File: src/rtl/core/ecm_pkg.sv
// ecm_pkg: shared types, codes and hash helpers for the edge coverage map
// used by ecm_ctrl, ecm_datapath, edge_coverage_hash_map and ecm_checker; depends on nothing
`timescale 1ns / 1ps

package ecm_pkg;

    // map geometry default
    localparam int MAP_ADDR_BITS_DEF = 16;

    // fnv-1a constants
    localparam logic [31:0] FNV_BASIS = 32'h811C_9DC5;
    localparam logic [31:0] FNV_PRIME = 32'h0100_0193;

    // item kind codes
    localparam logic [1:0] KIND_PATH = 2'd0;
    localparam logic [1:0] KIND_LINE = 2'd1;
    localparam logic [1:0] KIND_READ = 2'd2;

    // result kind codes
    localparam logic RES_EDGE = 1'b0;
    localparam logic RES_READ = 1'b1;

    // input word
    typedef struct packed {
        logic [1:0]  kind;
        logic [7:0]  path_byte;
        logic [31:0] line_number;
        logic [15:0] read_index;
    } in_word_t;

    // output word
    typedef struct packed {
        logic        result_kind;
        logic [15:0] map_index;
        logic [7:0]  hit_count;
    } out_word_t;

    // controller to datapath commands
    typedef struct packed {
        logic clr_write;
        logic path_fold;
        logic line_load;
        logic read_issue;
        logic hash_step;
        logic edge_issue;
        logic finish_load;
    } cmd_t;

    // datapath to controller status
    typedef struct packed {
        logic clr_last;
        logic line_zero;
        logic out_free;
    } status_t;

    // one fnv-1a byte fold, product kept modulo 2^32
    function automatic logic [31:0] fnv_fold(input logic [31:0] h, input logic [7:0] b);
        logic [31:0] x;
        x = h ^ {24'd0, b};
        return x * FNV_PRIME;
    endfunction

endpackage

File: src/rtl/core/ecm_ctrl.sv
// ecm_ctrl: sequencer for clearing, hashing, counter updates and map reads
// depends on ecm_pkg
`timescale 1ns / 1ps

module ecm_ctrl
    import ecm_pkg::*;
(
    input  logic    clk,
    input  logic    rst_n,
    input  logic    item_valid,
    input  logic [1:0] item_kind,
    input  status_t status,
    output logic    item_stall,
    output cmd_t    cmd
);

    typedef enum logic [3:0] {
        ST_CLEAR  = 4'b0001,
        ST_IDLE   = 4'b0010,
        ST_HASH   = 4'b0100,
        ST_FINISH = 4'b1000
    } state_t;

    state_t state_reg;
    state_t state_next;
    logic   accept;

    // input taken only while idle
    assign item_stall = (state_reg != ST_IDLE);
    assign accept     = item_valid && (state_reg == ST_IDLE);

    // next state and commands
    always_comb
    begin
        state_next = state_reg;
        cmd        = '0;
        case (state_reg)
            ST_CLEAR:
            begin
                cmd.clr_write = 1'b1;
                if (status.clr_last)
                begin
                    state_next = ST_IDLE;
                end
            end
            ST_IDLE:
            begin
                if (accept)
                begin
                    case (item_kind)
                        KIND_PATH:
                        begin
                            cmd.path_fold = 1'b1;
                        end
                        KIND_LINE:
                        begin
                            cmd.line_load = 1'b1;
                            state_next    = ST_HASH;
                        end
                        KIND_READ:
                        begin
                            cmd.read_issue = 1'b1;
                            state_next     = ST_FINISH;
                        end
                        default:
                        begin
                            // unused kind is dropped
                        end
                    endcase
                end
            end
            ST_HASH:
            begin
                if (!status.line_zero)
                begin
                    cmd.hash_step = 1'b1;
                end
                else
                begin
                    cmd.edge_issue = 1'b1;
                    state_next     = ST_FINISH;
                end
            end
            ST_FINISH:
            begin
                if (status.out_free)
                begin
                    cmd.finish_load = 1'b1;
                    state_next      = ST_IDLE;
                end
            end
            default:
            begin
                state_next = ST_IDLE;
            end
        endcase
    end

    // state register
    always_ff @(posedge clk or negedge rst_n)
    begin
        if (!rst_n)
        begin
            state_reg <= ST_CLEAR;
        end
        else
        begin
            state_reg <= state_next;
        end
    end

endmodule

File: config.mk
export PLATFORM = sky130hd
export DESIGN_NAME = ecm_ctrl
export DESIGN_NICKNAME = d
export VERILOG_FILES = /design/src/rtl/core/ecm_pkg.sv /design/src/rtl/core/ecm_ctrl.sv
export SDC_FILE = /design/constraint.sdc
export NUM_CORES = 1
export LEC_CHECK = 0
export BUFFER_PORTS_ARGS = -buffer_cell sky130_fd_sc_hd__buf_4
export CAP_MARGIN = 20
export CORE_MARGIN = 2
export CORE_UTILIZATION = 25
export CTS_BUF_LIST = sky130_fd_sc_hd__clkbuf_4 sky130_fd_sc_hd__clkbuf_8
export DETAILED_ROUTE_END_ITERATION = 16
export PLACE_DENSITY_LB_ADDON = 0.1
export SETUP_SLACK_MARGIN = 0.2
export SYNTH_ARGS = -nofsm -noshare
export SYNTH_HDL_FRONTEND = slang
export SYNTH_SLANG_ARGS = --single-unit
File: constraint.sdc
create_clock -name clk -period 4.45 [get_ports clk]
set_clock_uncertainty 0.15 [all_clocks]
set_input_delay 0.2225 -clock clk [delete_from_list [all_inputs] [get_ports clk]]
set_output_delay 0.2225 -clock clk [all_outputs]
set_load 0.02 [all_outputs]
# Yosys cells after proc, flatten, opt, wreduce, memory -nomap -nowiden

Cells that the tools add are included.

Add/sub/neg operators: 0
Multiply operators: 0
Div/mod/pow operators: 0
$lt $le $gt $ge: 0
Eq/ne operators: 12
Shift-type cells: 0
Multiplexer cells: 17
Bitwise logic cells: 0
Reductions and logical operators: 3

Operators by type and width:

| operator             | count |
|---|---|
| $mux W4              | 4 |
| $pmux W4 S4          | 1 |
| $mux W1              | 8 |
| $ne A2 B2 Y1 const B | 4 |
| $pmux W4 S2          | 1 |
| $mux W3              | 2 |
| $reduce_and A5 Y1    | 1 |
| $eq A4 B1 Y1 const B | 1 |
| $eq A4 B2 Y1 const B | 1 |
| $eq A4 B3 Y1 const B | 1 |
| $eq A4 B4 Y1 const B | 1 |
| $ne A4 B2 Y1 const B | 1 |
| $ne A3 B1 Y1 const B | 1 |
| $eq A2 B1 Y1 const B | 1 |
| $eq A2 B2 Y1 const B | 1 |
| $logic_not A2 Y1     | 1 |
| $mux W2              | 1 |
| $logic_and A1 B1 Y1  | 1 |

Flip-flop bits (word level): 4
Latch bits: 0
Memory bits (writable): 0
Bits in read-only memories: 0
Input port bits: 8
Output and inout bits: 8
Logic and storage cells: 33
Memories kept: 0

# Depth between registers and ports, before layout

Depth in word-level cells: 4
Mapped depth: 5
Gate-level depth less buffers: 4

# Worst setup path after synthesis

OpenSTA, ideal clock, no wires.

Path kind: reg2reg
Start point: register state_reg[0]
End point: register state_reg[0]
Library setup time: 0.070 ns
Arrival: 1.665 ns
Data required time: 4.230 ns
Setup slack: 2.565 ns
Stages on the path, launching flop included: 4
Buffers on the path: 1
Period minus slack after synthesis: 1.885 ns
Path through: dfstp_2 -> buf_2 -> nor4b_1 -> nor2b_1

Longest elaborated chain between the ends: 4
Elaborated cells between the ends (all ways): 12
Classes of those cells: eq/ne (9); mux (1); reduce/logical (2)

RTL lines:

| element                            | line                           | RTL |
|---|---|---|
| start: declaration                 | ecm_ctrl.sv:24                 | `state_t state_reg;` |
| start signal: assignment           | ecm_ctrl.sv:108                | `state_reg <= state_next;` |
| $eq A4 B2 Y1                       | ecm_ctrl.sv:30, ecm_ctrl.sv:37 |  |
| $logic_and A1 B1 Y1                | ecm_ctrl.sv:30                 | `assign accept = item_valid && (state_reg == ST_IDLE);` |
| $ne A2 B2 Y1 (no source line)      | --                             |  |
| $reduce_and A5 Y1 (no source line) | --                             |  |

Parallel ways exist; a longest one is shown, timed or not.
A chain may end at the register's enable or synchronous reset.

==> results.json <==
{
  "critPathKind": "register to output port",
  "wl_per_cell_um": 12.48,
  "outcome": "finished, final reports clean",
  "initial_core_util_pct": 27.16,
  "startpoint": "state_reg[2]$_DFFE_PN0P_",
  "ys_types": 28,
  "syn-cell-area_um2": 357.8,
  "ant_nets": 0,
  "end_kind": "output port",
  "die_w_um": 41.84,
  "synth.avg_cell_area_um2": 9.417,
  "rows": 13,
  "cts-resized-gates": 0,
  "clock-sinks": 4,
  "clk_transition_reported_paths_ps": 40,
  "leakage_nw": 0.2344,
  "required_ps": 4080,
  "die-area_um2": 1750,
  "routabilityCongestion": 0.7588,
  "syn2layout_area_growth_pct": 44.76,
  "fmax_mhz": 503.5,
  "tightest_slew_ps": 385.4,
  "powerDensity_nw_per_um2": 430.4,
  "hold_path_class": "input pin to register",
  "diodes": 0,
  "die_h_um": 41.84,
  "grt_start_max_net_pins": 11,
  "synth_top_area_share_pct": 20.98,
  "post-dp-hpwl_um": 706.2,
  "critical_path.reg2reg.startpoint": "state_reg[0]$_DFFE_PN1P_",
  "vias_per_cell": 5.070,
  "rrSetupSlack_ps": 2800,
  "synth.top_cells.by_area": "dfrtp_1 21%, dfstp_2 7.3%, nor4b_1 7.3%, or3b_1 7.3%, nor4b_4 6.6%",
  "rsz0062_at_grt": "no",
  "yosys_warnings": 0,
  "drtIter0Drc": 3,
  "fin_nets": 65,
  "fin_crit_sh_pct": 44.63,
  "finalHoldViolCount": 0,
  "synthArstFlopShare_pct": 100.0,
  "drc": 0,
  "antenna_found_initial": 0,
  "path_max_fanout": 10,
  "r2r_end": "state_reg[3]$_DFFE_PN0P_",
  "layout_min_cycle_time_ps": 1986,
  "crit_arrival_ps": 1610,
  "largest_reg_flops": 4,
  "core_um2": 1318,
  "grt_pass1_vias": 405,
  "maxSlewViolCount": 0,
  "syn_nets": 46,
  "wirelength_um": 886,
  "final_layout_size_suffix_gt1_share_pct": 42.86,
  "gr-total-overflow": 0,
  "place_ws_ps": 2683,
  "synthCells": 38,
  "htree_levels": 1,
  "yosysTopAreaCell": "dfrtp_1",
  "drt_pre_antenna_iters": 2,
  "utilization_pct": 39.32,
  "crit_end": "cmd[4]",
  "cts_tree": "done",
  "grt_usage_pct": 12.48,
  "synth_edf_count": 0,
  "vias": 360,
  "vdd_ir_drop_max_mv": 0.1235,
  "finalWorstSetupSlack_ps": 2464,
  "finalSetupTns_ps": 0,
  "worstSetupStartpointType": "register",
  "portBuffers": 15,
  "maxCapViolations": 0,
  "rr_worst_depth": 3,
  "grt_pass1_wl_um": 1676,
  "clock_latency_ps": 240,
  "cts_buffer_depth": 2,
  "clock-root-buffer": "clkbuf_4",
  "ys_ff_latch": 4,
  "setup_viol_count_final": 0,
  "ys.flop_type": "dfrtp_1",
  "io_pins": 16,
  "numCtsBuffers": 3,
  "maxSlewHeadroom_pct": 74.07,
  "ys_seq_area_share_pct": 28.32
}
[repair_timing]
action                                 4_1_cts  5_1_grt
endpoints found under the hold margin        5        0
buffers inserted                             0        0
hold buffers                                 2        0
[synth_stat cells (all sizes together) (2+ instances only)]
master / n
nor4b: 4
nand2b: 2
or3b: 3
nor3: 2
dfrtp: 3
nor2b: 2
buf: 3
inv: 3
[per-layer routing]
layer	wire length [um]	GRT usage [%]	vias to the layer above	part of all wire, %
li1	-	-	177	-
met2	486	22.50	6	55
met5	0	0	-	0
met1	363	12.93	175	41
met4	9	7.742	0	1.0
met3	27	2.609	2	3.0
[cells by family after synthesis]
family | Yosys count | synth area share (%)
compound gates | 8 | 17.83
buf+inv | 6 | 9.091
simple gates | 19 | 42.31
flops | 4 | 28.32
xor+xnor | 1 | 2.448
[cells in the final DEF, fill, tap and decap left out, drive strengths merged, types with 2 or more instances in the layout]
cell         netlist  final
nor3               2      2
dlygate4sd3        0      2
clkbuf             0      4
dfrtp              3      3
nor2b              2      2
inv                3      3
or3b               3      3
nand2b             2      2
buf                3     15
nor4b              4      4
[cell type report]
cell class	count	area [um^2]
sequential	4	101.3
clock buffer	4	30.03
timing repair buffer	17	132.6
inverter	3	11.26
multi-input combinational	28	224.0
fill	134	799.5
tap	15	18.77
[report_power, final]
part	switching (W)	internal [W]	leakage [nW]
combinational	0.0000462	0.0000521	0.168
clock	0.0000166	0.0000398	0.0184
sequential	0.0000232	0.0000450	0.0484
[worst min-delay path by stage]
stage	from	to	cells past startpoint
final	status[0]	state_reg[3]$_DFFE_PN0P_	3
after global routing	item_valid	state_reg[2]$_DFFE_PN0P_	2
after CTS	item_valid	state_reg[2]$_DFFE_PN0P_	2
after detailed placement	rst_n	state_reg[1]$_DFFE_PN0P_	1
after global placement	rst_n	state_reg[3]$_DFFE_PN0P_	1
after floorplan	rst_n	state_reg[1]$_DFFE_PN0P_	0
[worst max-delay path: stages (launching register included)]
cell     delay [ps]
dfrtp_1         490
nor4b_4         360
nand2_1         140
nor3b_1         210
buf_4           180
[per-stage QoR]
stage,std cells,hold slack (ps),power [W],cell area [um^2]
2_1_floorplan,38,-223.1,0.0001370,357.8
5_1_grt,71,139.6,0.0002438,518.0
3_3_place_gp,65,-131.0,0.0001654,467.9
3_5_place_dp,65,-129.5,0.0001670,467.9
4_1_cts,71,128.5,0.0002272,518.0
6_report,71,133.4,0.0002229,518.0
No activity file was read; power rests on OpenSTA's default activity.
